**src/hdl/ifoe_pkg.sv**
```systemverilog
package ifoe_pkg;

    // widths
    localparam int unsigned VALUE_WIDTH_DEF = 32;
    localparam int unsigned CHAR_WIDTH      = 8;
    localparam int unsigned OUT_WIDTH       = 32;

    // character codes
    localparam logic [CHAR_WIDTH-1:0] CH_PLUS  = 8'h2B;
    localparam logic [CHAR_WIDTH-1:0] CH_MINUS = 8'h2D;
    localparam logic [CHAR_WIDTH-1:0] CH_TIMES = 8'h2A;
    localparam logic [CHAR_WIDTH-1:0] CH_ZERO  = 8'h30;
    localparam logic [CHAR_WIDTH-1:0] CH_NINE  = 8'h39;
    localparam logic [CHAR_WIDTH-1:0] CH_SPACE = 8'h20;
    localparam logic [CHAR_WIDTH-1:0] CH_TAB   = 8'h09;
    localparam logic [CHAR_WIDTH-1:0] CH_CR    = 8'h0D;

    // pending operator
    typedef enum logic [1:0] {
        OP_PLUS   = 2'd0,
        OP_MINUS  = 2'd1,
        OP_TIMES  = 2'd2,
        OP_DIVIDE = 2'd3
    } t_op;

    // controller states
    typedef enum logic [2:0] {
        ST_IDLE,
        ST_APPLY,
        ST_ITER,
        ST_FINISH,
        ST_SUM
    } t_state;

    // datapath commands
    typedef enum logic [2:0] {
        CMD_NONE,
        CMD_CHAR,
        CMD_APPLY,
        CMD_STEP,
        CMD_FINISH,
        CMD_SUM
    } t_cmd;

    // datapath status seen by the controller
    typedef struct packed {
        logic closing;
        logic last;
        t_op  op;
        logic div_zero;
    } t_dp_status;

    function automatic logic f_is_digit(input logic [CHAR_WIDTH-1:0] c);
        return (c >= CH_ZERO) && (c <= CH_NINE);
    endfunction

    function automatic logic f_is_space(input logic [CHAR_WIDTH-1:0] c);
        return (c == CH_SPACE) || ((c >= CH_TAB) && (c <= CH_CR));
    endfunction

    // anything that is not + - * counts as divide
    function automatic t_op f_op_of(input logic [CHAR_WIDTH-1:0] c);
        t_op op;
        if (c == CH_PLUS) begin
            op = OP_PLUS;
        end else if (c == CH_MINUS) begin
            op = OP_MINUS;
        end else if (c == CH_TIMES) begin
            op = OP_TIMES;
        end else begin
            op = OP_DIVIDE;
        end
        return op;
    endfunction

endpackage

```
**src/hdl/ifoe_if.sv**
```systemverilog
// character channel
interface ifoe_char_if;
    logic                              valid;
    logic                              ready;
    logic [ifoe_pkg::CHAR_WIDTH-1:0]   char_code;
    logic                              last_char;

    modport source (output valid, output char_code, output last_char, input ready);
    modport sink (input valid, input char_code, input last_char, output ready);
endinterface

// result channel
interface ifoe_result_if;
    logic                                valid;
    logic                                ready;
    logic signed [ifoe_pkg::OUT_WIDTH-1:0] value;
    logic                                div_by_zero;

    modport source (output valid, output value, output div_by_zero, input ready);
    modport sink (input valid, input value, input div_by_zero, output ready);
endinterface

```
**src/hdl/ifoe_ctrl.sv**
```systemverilog
module ifoe_ctrl #(
    parameter int unsigned VALUE_WIDTH = ifoe_pkg::VALUE_WIDTH_DEF
) (
    input  logic                 i_clk,
    input  logic                 i_rst_n,
    input  logic                 i_in_valid,
    output logic                 o_in_ready,
    output logic                 o_out_valid,
    input  logic                 i_out_ready,
    input  ifoe_pkg::t_dp_status i_status,
    output ifoe_pkg::t_cmd       o_cmd
);

    localparam int unsigned CNT_W = $clog2(VALUE_WIDTH);

    ifoe_pkg::t_state r_state;
    ifoe_pkg::t_state n_state;
    logic [CNT_W-1:0] r_cnt;
    logic [CNT_W-1:0] n_cnt;
    logic             r_out_valid;
    logic             n_out_valid;
    logic             iter_needed;
    logic             out_free;
    logic             load_out;

    // multiply always iterates, divide only with a nonzero divisor
    assign iter_needed = (i_status.op == ifoe_pkg::OP_TIMES) ||
                         ((i_status.op == ifoe_pkg::OP_DIVIDE) && !i_status.div_zero);
    assign out_free    = !r_out_valid || i_out_ready;

    // next state
    always_comb begin
        n_state = r_state;
        case (r_state)
            ifoe_pkg::ST_IDLE: begin
                if (i_in_valid && i_status.closing) begin
                    n_state = ifoe_pkg::ST_APPLY;
                end
            end
            ifoe_pkg::ST_APPLY: begin
                if (iter_needed) begin
                    n_state = ifoe_pkg::ST_ITER;
                end else if (i_status.last) begin
                    n_state = ifoe_pkg::ST_SUM;
                end else begin
                    n_state = ifoe_pkg::ST_IDLE;
                end
            end
            ifoe_pkg::ST_ITER: begin
                if (r_cnt == '0) begin
                    n_state = ifoe_pkg::ST_FINISH;
                end
            end
            ifoe_pkg::ST_FINISH: begin
                n_state = i_status.last ? ifoe_pkg::ST_SUM : ifoe_pkg::ST_IDLE;
            end
            ifoe_pkg::ST_SUM: begin
                if (out_free) begin
                    n_state = ifoe_pkg::ST_IDLE;
                end
            end
            default: begin
                n_state = ifoe_pkg::ST_IDLE;
            end
        endcase
    end

    // commands and handshake outputs
    always_comb begin
        o_cmd      = ifoe_pkg::CMD_NONE;
        o_in_ready = 1'b0;
        load_out   = 1'b0;
        n_cnt      = r_cnt;
        case (r_state)
            ifoe_pkg::ST_IDLE: begin
                o_in_ready = 1'b1;
                if (i_in_valid) begin
                    o_cmd = ifoe_pkg::CMD_CHAR;
                end
            end
            ifoe_pkg::ST_APPLY: begin
                o_cmd = ifoe_pkg::CMD_APPLY;
                n_cnt = CNT_W'(VALUE_WIDTH - 1);
            end
            ifoe_pkg::ST_ITER: begin
                o_cmd = ifoe_pkg::CMD_STEP;
                n_cnt = r_cnt - 1'b1;
            end
            ifoe_pkg::ST_FINISH: begin
                o_cmd = ifoe_pkg::CMD_FINISH;
            end
            ifoe_pkg::ST_SUM: begin
                if (out_free) begin
                    o_cmd    = ifoe_pkg::CMD_SUM;
                    load_out = 1'b1;
                end
            end
            default: begin
                o_cmd = ifoe_pkg::CMD_NONE;
            end
        endcase
    end

    // result valid flag
    always_comb begin
        if (load_out) begin
            n_out_valid = 1'b1;
        end else if (i_out_ready) begin
            n_out_valid = 1'b0;
        end else begin
            n_out_valid = r_out_valid;
        end
    end

    assign o_out_valid = r_out_valid;

    always_ff @(posedge i_clk) begin
        if (!i_rst_n) begin
            r_state     <= ifoe_pkg::ST_IDLE;
            r_cnt       <= '0;
            r_out_valid <= 1'b0;
        end else begin
            r_state     <= n_state;
            r_cnt       <= n_cnt;
            r_out_valid <= n_out_valid;
        end
    end

endmodule

```
**src/hdl/ifoe_dpath.sv**
```systemverilog
module ifoe_dpath #(
    parameter int unsigned VALUE_WIDTH = ifoe_pkg::VALUE_WIDTH_DEF
) (
    input  logic                                  i_clk,
    input  logic                                  i_rst_n,
    input  ifoe_pkg::t_cmd                        i_cmd,
    input  logic [ifoe_pkg::CHAR_WIDTH-1:0]       i_char_code,
    input  logic                                  i_last_char,
    output ifoe_pkg::t_dp_status                  o_status,
    output logic signed [ifoe_pkg::OUT_WIDTH-1:0] o_value,
    output logic                                  o_div_by_zero
);

    localparam int unsigned W = VALUE_WIDTH;

    // expression state
    logic [W-1:0]  r_acc;
    logic [W-1:0]  r_term;
    logic [W-1:0]  r_total;
    ifoe_pkg::t_op r_op;
    logic          r_err;
    // closing character info
    logic          r_last;
    ifoe_pkg::t_op r_newop;
    // shared shift-add / shift-subtract unit
    logic [W-1:0]  r_opa;
    logic [W-1:0]  r_opb;
    logic [W-1:0]  r_work;
    logic          r_neg;
    // result register
    logic signed [ifoe_pkg::OUT_WIDTH-1:0] r_value;
    logic                                  r_dbz;

    logic          is_digit;
    logic          is_space;
    logic [W-1:0]  acc_x10;
    logic [W-1:0]  mag_term;
    logic [W-1:0]  mag_acc;
    logic [W:0]    rem_shift;
    logic [W:0]    rem_diff;
    logic [W-1:0]  quot;
    logic [W-1:0]  sum;
    logic [63:0]   sum_ext;

    assign is_digit = ifoe_pkg::f_is_digit(i_char_code);
    assign is_space = ifoe_pkg::f_is_space(i_char_code);

    // decimal accumulate: acc * 10 + digit
    assign acc_x10 = (r_acc << 3) + (r_acc << 1) + W'(i_char_code[3:0]);

    // operand magnitudes for the divider
    assign mag_term = r_term[W-1] ? (W'(0) - r_term) : r_term;
    assign mag_acc  = r_acc[W-1] ? (W'(0) - r_acc) : r_acc;

    // one restoring division step
    assign rem_shift = {r_work, r_opa[W-1]};
    assign rem_diff  = rem_shift - {1'b0, r_opb};
    assign quot      = r_neg ? (W'(0) - r_opa) : r_opa;

    // final sum, low bits zero extended to the output width
    assign sum     = r_total + r_term;
    assign sum_ext = 64'(sum);

    assign o_status.closing  = (!is_digit && !is_space) || i_last_char;
    assign o_status.last     = r_last;
    assign o_status.op       = r_op;
    assign o_status.div_zero = (r_acc == '0);

    assign o_value       = r_value;
    assign o_div_by_zero = r_dbz;

    // expression state
    always_ff @(posedge i_clk) begin
        if (!i_rst_n) begin
            r_acc   <= '0;
            r_term  <= '0;
            r_total <= '0;
            r_op    <= ifoe_pkg::OP_PLUS;
            r_err   <= 1'b0;
        end else begin
            case (i_cmd)
                ifoe_pkg::CMD_CHAR: begin
                    if (is_digit) begin
                        r_acc <= acc_x10;
                    end
                end
                ifoe_pkg::CMD_APPLY: begin
                    case (r_op)
                        ifoe_pkg::OP_PLUS: begin
                            r_total <= sum;
                            r_term  <= r_acc;
                            r_acc   <= '0;
                            r_op    <= r_newop;
                        end
                        ifoe_pkg::OP_MINUS: begin
                            r_total <= sum;
                            r_term  <= W'(0) - r_acc;
                            r_acc   <= '0;
                            r_op    <= r_newop;
                        end
                        ifoe_pkg::OP_TIMES: begin
                            r_acc <= r_acc;
                        end
                        default: begin
                            // divide by zero leaves the term alone
                            if (r_acc == '0) begin
                                r_err <= 1'b1;
                                r_op  <= r_newop;
                            end
                        end
                    endcase
                end
                ifoe_pkg::CMD_FINISH: begin
                    r_term <= (r_op == ifoe_pkg::OP_TIMES) ? r_work : quot;
                    r_acc  <= '0;
                    r_op   <= r_newop;
                end
                ifoe_pkg::CMD_SUM: begin
                    r_acc   <= '0;
                    r_term  <= '0;
                    r_total <= '0;
                    r_op    <= ifoe_pkg::OP_PLUS;
                    r_err   <= 1'b0;
                end
                default: begin
                    r_acc <= r_acc;
                end
            endcase
        end
    end

    // closing info, iteration unit and result register
    always_ff @(posedge i_clk) begin
        case (i_cmd)
            ifoe_pkg::CMD_CHAR: begin
                r_last  <= i_last_char;
                r_newop <= ifoe_pkg::f_op_of(i_char_code);
            end
            ifoe_pkg::CMD_APPLY: begin
                r_work <= '0;
                if (r_op == ifoe_pkg::OP_TIMES) begin
                    r_opa <= r_term;
                    r_opb <= r_acc;
                end else begin
                    r_opa <= mag_term;
                    r_opb <= mag_acc;
                end
                r_neg <= r_term[W-1] ^ r_acc[W-1];
            end
            ifoe_pkg::CMD_STEP: begin
                if (r_op == ifoe_pkg::OP_TIMES) begin
                    // shift-add multiply, low bits only
                    if (r_opb[0]) begin
                        r_work <= r_work + r_opa;
                    end
                    r_opa <= r_opa << 1;
                    r_opb <= r_opb >> 1;
                end else if (!rem_diff[W]) begin
                    r_work <= rem_diff[W-1:0];
                    r_opa  <= {r_opa[W-2:0], 1'b1};
                end else begin
                    r_work <= rem_shift[W-1:0];
                    r_opa  <= {r_opa[W-2:0], 1'b0};
                end
            end
            ifoe_pkg::CMD_SUM: begin
                r_value <= sum_ext[ifoe_pkg::OUT_WIDTH-1:0];
                r_dbz   <= r_err;
            end
            default: begin
                r_neg <= r_neg;
            end
        endcase
    end

endmodule

```
**src/hdl/infix_four_op_evaluator_top.sv**
```systemverilog
// infix expression evaluator: + - * / with the usual precedence
// i_char takes one ascii character per transaction; last_char marks the end
// of an expression. digits build a number, spaces are skipped, and any other
// character that is not + - * is taken as divide.
// o_result gives one transaction per expression: the value, wrapped to
// VALUE_WIDTH bits, and a flag set if any division by zero happened.
// a digit or space is taken while idle; a character closing a number goes through apply,
// and * or / by a nonzero divisor then iterates in the one-bit-per-cycle shift-add /
// shift-subtract unit and finishes; the last character adds a sum state for the result.
// one character is in work at a time; i_char.ready is high only while idle.
// the result waits in an output register, so characters of the next
// expression are taken while it is unclaimed; only the next end of
// expression waits for o_result.ready.
// reset (synchronous, active low) clears the expression state and drops
// o_result.valid; no clearing pass is needed.
module infix_four_op_evaluator_top #(
    parameter int unsigned VALUE_WIDTH = ifoe_pkg::VALUE_WIDTH_DEF
) (
    input  logic         i_clk,
    input  logic         i_rst_n,
    ifoe_char_if.sink    i_char,
    ifoe_result_if.source o_result
);

    ifoe_pkg::t_cmd       cmd;
    ifoe_pkg::t_dp_status status;

    // sequencer
    ifoe_ctrl #(
        .VALUE_WIDTH(VALUE_WIDTH)
    ) u_ctrl (
        .i_clk       (i_clk),
        .i_rst_n     (i_rst_n),
        .i_in_valid  (i_char.valid),
        .o_in_ready  (i_char.ready),
        .o_out_valid (o_result.valid),
        .i_out_ready (o_result.ready),
        .i_status    (status),
        .o_cmd       (cmd)
    );

    // arithmetic and expression state
    ifoe_dpath #(
        .VALUE_WIDTH(VALUE_WIDTH)
    ) u_dpath (
        .i_clk         (i_clk),
        .i_rst_n       (i_rst_n),
        .i_cmd         (cmd),
        .i_char_code   (i_char.char_code),
        .i_last_char   (i_char.last_char),
        .o_status      (status),
        .o_value       (o_result.value),
        .o_div_by_zero (o_result.div_by_zero)
    );

endmodule

```
**src/flat_wrapper.sv**
```systemverilog
// flat-port wrapper written by rule: the top's interface ports become plain ports
module infix_four_op_evaluator_top_flat 
#(
    parameter int unsigned VALUE_WIDTH = ifoe_pkg::VALUE_WIDTH_DEF
)
  (i_clk, i_rst_n, i_char_valid, i_char_char_code, i_char_last_char, i_char_ready, o_result_valid, o_result_value, o_result_div_by_zero, o_result_ready);
  ifoe_char_if i_char_i ();
  ifoe_result_if o_result_i ();
  input  logic i_clk;
  input  logic i_rst_n;
  input wire logic [$bits(i_char_i.valid)-1:0] i_char_valid;
  input wire logic [$bits(i_char_i.char_code)-1:0] i_char_char_code;
  input wire logic [$bits(i_char_i.last_char)-1:0] i_char_last_char;
  output wire logic [$bits(i_char_i.ready)-1:0] i_char_ready;
  output wire logic [$bits(o_result_i.valid)-1:0] o_result_valid;
  output wire logic [$bits(o_result_i.value)-1:0] o_result_value;
  output wire logic [$bits(o_result_i.div_by_zero)-1:0] o_result_div_by_zero;
  input wire logic [$bits(o_result_i.ready)-1:0] o_result_ready;
  assign i_char_i.valid = i_char_valid;
  assign i_char_i.char_code = i_char_char_code;
  assign i_char_i.last_char = i_char_last_char;
  assign i_char_ready = i_char_i.ready;
  assign o_result_valid = o_result_i.valid;
  assign o_result_value = o_result_i.value;
  assign o_result_div_by_zero = o_result_i.div_by_zero;
  assign o_result_i.ready = o_result_ready;
  infix_four_op_evaluator_top #(.VALUE_WIDTH(VALUE_WIDTH)) u_core (.i_clk(i_clk), .i_rst_n(i_rst_n), .i_char(i_char_i), .o_result(o_result_i));
endmodule
```
**config.mk**
```make
export PLATFORM = sky130hd
export DESIGN_NAME = infix_four_op_evaluator_top_flat
export DESIGN_NICKNAME = d
export VERILOG_FILES = /design/src/hdl/ifoe_pkg.sv /design/src/hdl/ifoe_if.sv /design/src/hdl/ifoe_ctrl.sv /design/src/hdl/ifoe_dpath.sv /design/src/hdl/infix_four_op_evaluator_top.sv /design/src/flat_wrapper.sv
export SDC_FILE = /design/constraint.sdc
export NUM_CORES = 1
export LEC_CHECK = 0
export ABC_AREA = 1
export BUFFER_PORTS_ARGS = -buffer_cell sky130_fd_sc_hd__buf_2
export CORE_UTILIZATION = 32
export CTS_BUF_LIST = sky130_fd_sc_hd__clkbuf_16
export CTS_CLUSTER_SIZE = 16
export DETAILED_ROUTE_END_ITERATION = 6
export MAX_ROUTING_LAYER = met4
export SLEW_MARGIN = 5
export SYNTH_ARGS = -nofsm -noshare
export SYNTH_HDL_FRONTEND = slang
export SYNTH_SLANG_ARGS = --single-unit
```
**constraint.sdc**
```tcl
create_clock -name i_clk -period 5.5 [get_ports i_clk]
set_clock_uncertainty 0.1 [all_clocks]
set_input_delay 1.1 -clock i_clk [delete_from_list [all_inputs] [get_ports i_clk]]
set_output_delay 1.1 -clock i_clk [all_outputs]
set_load 0.02 [all_outputs]
```
==> out/metrics.cfg <==
[pwr]
switching_power_uw = 2790
power_leakage_uw = 0.0114
pwr_density_cell_nw_per_um2 = 291
comb_power_share = 0.355
power.ir.vdd_worst_uv = 301
power_switching_share = 0.397
power_frac_seq = 0.336
clock_power_share = 0.310
p_int_uw = 4240

[synthesis]
postSynthAreaPerCell_um2 = 6.42
yosys.area_share.adder = 0.0943
synth-simple-area-share = 0.333
synth_compound_gate_area_share = 0.163
synth_sequential_area_ratio = 0.280
yosys_warnings = 0
post_synth_instance_area_um2 = 22000
synth_xor_xnor_area_share = 0.0306
ys_types = 48
postSynthNetCount = 3604
synth_top_family_by_area = simple AND/OR/NAND/NOR gates
synthesis.instances = 3428
ys_seq_elements = 241
synth.area.mux_share = 0

[clocking]
cts.clk_slew.worst_paths_ps = 70
cts_max_level = 1
cts_setup_buffers = 0
maximum_buffer_depth_of_the_clock_tree = 3
library_cell_used_as_clock_root_buffer = clkbuf_16
holdBufCountCts = 0
cts_buffers = 29
cts-resized-gates = 0
cts.sink_count = 241
clk-insertion-delay-late_ps = 600
cts_tree = yes

[global_route]
grt_remaining_overflow = 0
use_met1 = 0.315
grt_antenna_before_repair = 0
use_met2 = 0.327
global_route.peak_usage_layer = met2
grt_start_max_net_pins = 66
wire_length_of_the_first_global_routing_pass_mm = 118
first_global_vias = 20254
grt.met3_usage = 0.0232
track_usage = 0.219

[job]
max_cap_viols = 0

[worst_setup_path]
slowest_stage = edfxtp_1
critPathMaxStageDelay_ps = 610
path_class = flip-flop to flip-flop
critical_path.startpoint_type = flip-flop
worst_path_cell_chain = inv_1 -> ha_1 -> fa_1 -> inv_1 -> nand2_1 -> nand2_1 -> nand3_1 -> nand2_1 -> nand2_1 -> nand2_1 -> nand2_2 -> nand2_2 -> nand2_2 -> nand2_4 -> nand2_1 -> nand3_1 -> a21oi_1
worstPathArrival_ps = 3690
count_of_buffering_cells_on_the_critical_path_with_inverters_included = 2
worstPathRequired_ps = 5710
crit_path_max_fanout = 32
kind_of_cell_with_the_highest_combined_delay_on_the_critical_path = simple AND/OR/NAND/NOR gates
crit_path_end_kind = flip-flop
worst_path_most_repeated_cell = nand2_1

[timing]
timing_worst_slew_pin_value_ps = 1090
hold_violation_count_in_the_final_report = 0
finalWorstPathRequiredPeriod_ps = 3480
timing.fmax_ghz = 0.287
min_period_over_period = 0.633
finalHoldWorstSlack_ps = 369
setup_viol = 0
fin_setup_tns_ps = 0
max-slew-margin-rel = 0.273
postLayoutSetupSlackWorst_ps = 2020
drv_slew = 0
rsz0062_at_grt = false

[cells_and_area]
stdcell_area_um2 = 24100
combined_area_of_the_multi_input_logic_cells_um2 = 13700
post_route_cells_drive_above_1_share = 0.0518
final_nets = 3608
layout.area.seq_um2 = 6160
nFillCells = 7313
areaGrowthSynthToFinish_pct = 9.67
instances_no_fill = 4328
antennaDiodeCount = 0

[drt]
via_count = 22507
post_drt_via_cell_ratio = 5.20
drt_first_pass_iters = 6
route.detailed.drc = 0
drt_iter0_markers = 1998
final_antenna_net_count = 0
totalWireLength_mm = 75.8
avgRoutedWirePerCell_um = 17.5

[floorplan]
die_area_um2 = 69900
initial_utilization = 0.326
floorplan.io_pins = 48
floorplan_die_width_um = 264
fp-row-count = 95
core_region_area_um2 = 67600
dieHeight_um = 264

[min_path]
timing.hold.worst.class = flip-flop to flip-flop

[place]
buffer_ports.inserted = 47
dp_hpwl_mm = 59.9
dp_cells = 4274
placement.cell_area_um2 = 23100
finalWeightedCongestion = 0.977
dp_worst_setup_slack_ps = 1630

[status]
run_status = finished clean

-- cells in the mapped netlist (all sizes together) --
library cell    n  share of area
a21o           13         0.0044
or2            14         0.0040
o211ai         33          0.011
xor2           65          0.026
ha            158          0.090
buf            32         0.0090
a221oi          3         0.0012
a31oi           5         0.0014
clkbuf         59          0.010
edfxtp        133           0.18
a41oi           2        0.00080
nand2b          1        0.00028
nor2          281          0.049
o21a           13         0.0044
xnor2          12         0.0048
a22oi           7         0.0024
o21bai         10         0.0034
o31ai           3         0.0010
nand3b         25         0.0085
nand2         971           0.17
nor4            6         0.0017
o22ai           6         0.0017
o311ai          1        0.00040
o41ai           2        0.00080
dfxtp         108          0.098
o21ai         225          0.051
nand4          45          0.013
nand3         306          0.070
o221ai          2        0.00080
nor3b           3         0.0010
nor3           52          0.013
a21oi         338          0.078
fa              5         0.0045
and2           20         0.0057
inv           469          0.080
-- power groups by stage --
stage                     Combinational [uW]  Sequential (uW)  Clock, uW
after floorplan                         1840             2290          0
after global placement                  2440             2390          0
after detailed placement                2450             2390          0
after CTS                               2470             2350       2200
after global routing                    2800             2380       2260
final                                   2490             2360       2180
-- cell usage in the layout (no fill, tap or decap), types with 13 or more instances in the layout --
cell,netlist,final
a21o_1,13,13
a21oi_1,333,333
and2_1,20,20
buf_2,16,47
buf_4,3,17
clkbuf_16,0,29
dfxtp_1,108,108
edfxtp_1,133,133
ha_1,158,158
inv_1,459,458
nand2_1,959,959
nand3_1,306,306
nand3b_1,25,25
nand4_1,45,45
nor2_1,273,265
nor3_1,45,45
o211ai_1,33,33
o21a_1,13,13
o21ai_0,213,213
or2_2,14,14
xor2_1,65,65
-- worst register-to-register path: cells and delay by family, from the launching register on --
kind,cells,cell delay [ps]
simple gates,12,1360
fa+ha+maj,2,700
flops,1,610
buf+inv,2,330
compound gates,1,80
-- final timing paths --
check / start / endpoint / slack [ps] / cells past startpoint
max: u_core.u_dpath.r_opa[31]$_DFFE_PP_ / u_core.u_dpath.r_work[17]$_SDFFCE_PN0P_ / 2020 / 17
min: u_core.u_dpath.r_total[0]$_SDFFE_PN0P_ / u_core.u_dpath.r_total[0]$_SDFFE_PN0P_ / 370 / 2
max reg2reg: u_core.u_dpath.r_opa[31]$_DFFE_PP_ / u_core.u_dpath.r_work[17]$_SDFFCE_PN0P_ / 2020 / 17
min reg2reg: u_core.u_dpath.r_total[0]$_SDFFE_PN0P_ / u_core.u_dpath.r_total[0]$_SDFFE_PN0P_ / 370 / 2
-- cell type report --
| class | instances | share of cell area |
|---|---|---|
| multi-input cells | 2627 | 0.568 |
| flip-flops and latches | 241 | 0.255 |
| inverters | 469 | 0.0729 |
| well taps | 873 | 0.0452 |
| clock buffers | 29 | 0.0301 |
| repair buffers | 64 | 0.0150 |
| clock inverters | 25 | 0.0137 |
-- sequential cells by signal (all words and copies together), names as in the netlist, 2 cells and up --
register / count
u_core.u_dpath.r_newop: 2
u_core.u_dpath.r_work: 32
u_core.u_dpath.r_op: 2
u_core.u_ctrl.r_state: 3
u_core.u_dpath.r_acc: 32
u_core.u_dpath.r_term: 32
u_core.u_dpath.r_opa: 32
u_core.u_dpath.r_total: 32
u_core.u_dpath.r_opb: 32
u_core.u_ctrl.r_cnt: 5
u_core.u_dpath.o_value: 32
-- per-layer routing --
| layer | wire length, um | vias up |
|---|---|---|
| met2 | 32200 | 704 |
| li1 | - | 11389 |
| met4 | 1910 | 0 |
| met3 | 5160 | 81 |
| met5 | 0 | - |
| met1 | 36500 | 10333 |
-- cells by family after synthesis --
| group | count (synthesis) |
|---|---|
| and+or+nand+nor | 1724 |
| buffers and inverters | 560 |
| xor gates and xnor gates | 77 |
| AOI/OAI and AO/OA | 663 |
| adders and majority gates | 163 |
| DFF | 241 |
-- stage by stage --
step,total power [uW],util
finish,7020,0.357
global placement,4830,0.341
detailed placement,4840,0.341
global route,7430,0.357
CTS,7020,0.357
floorplan,4120,-
Note: power is estimated with default switching activity, not from simulation.
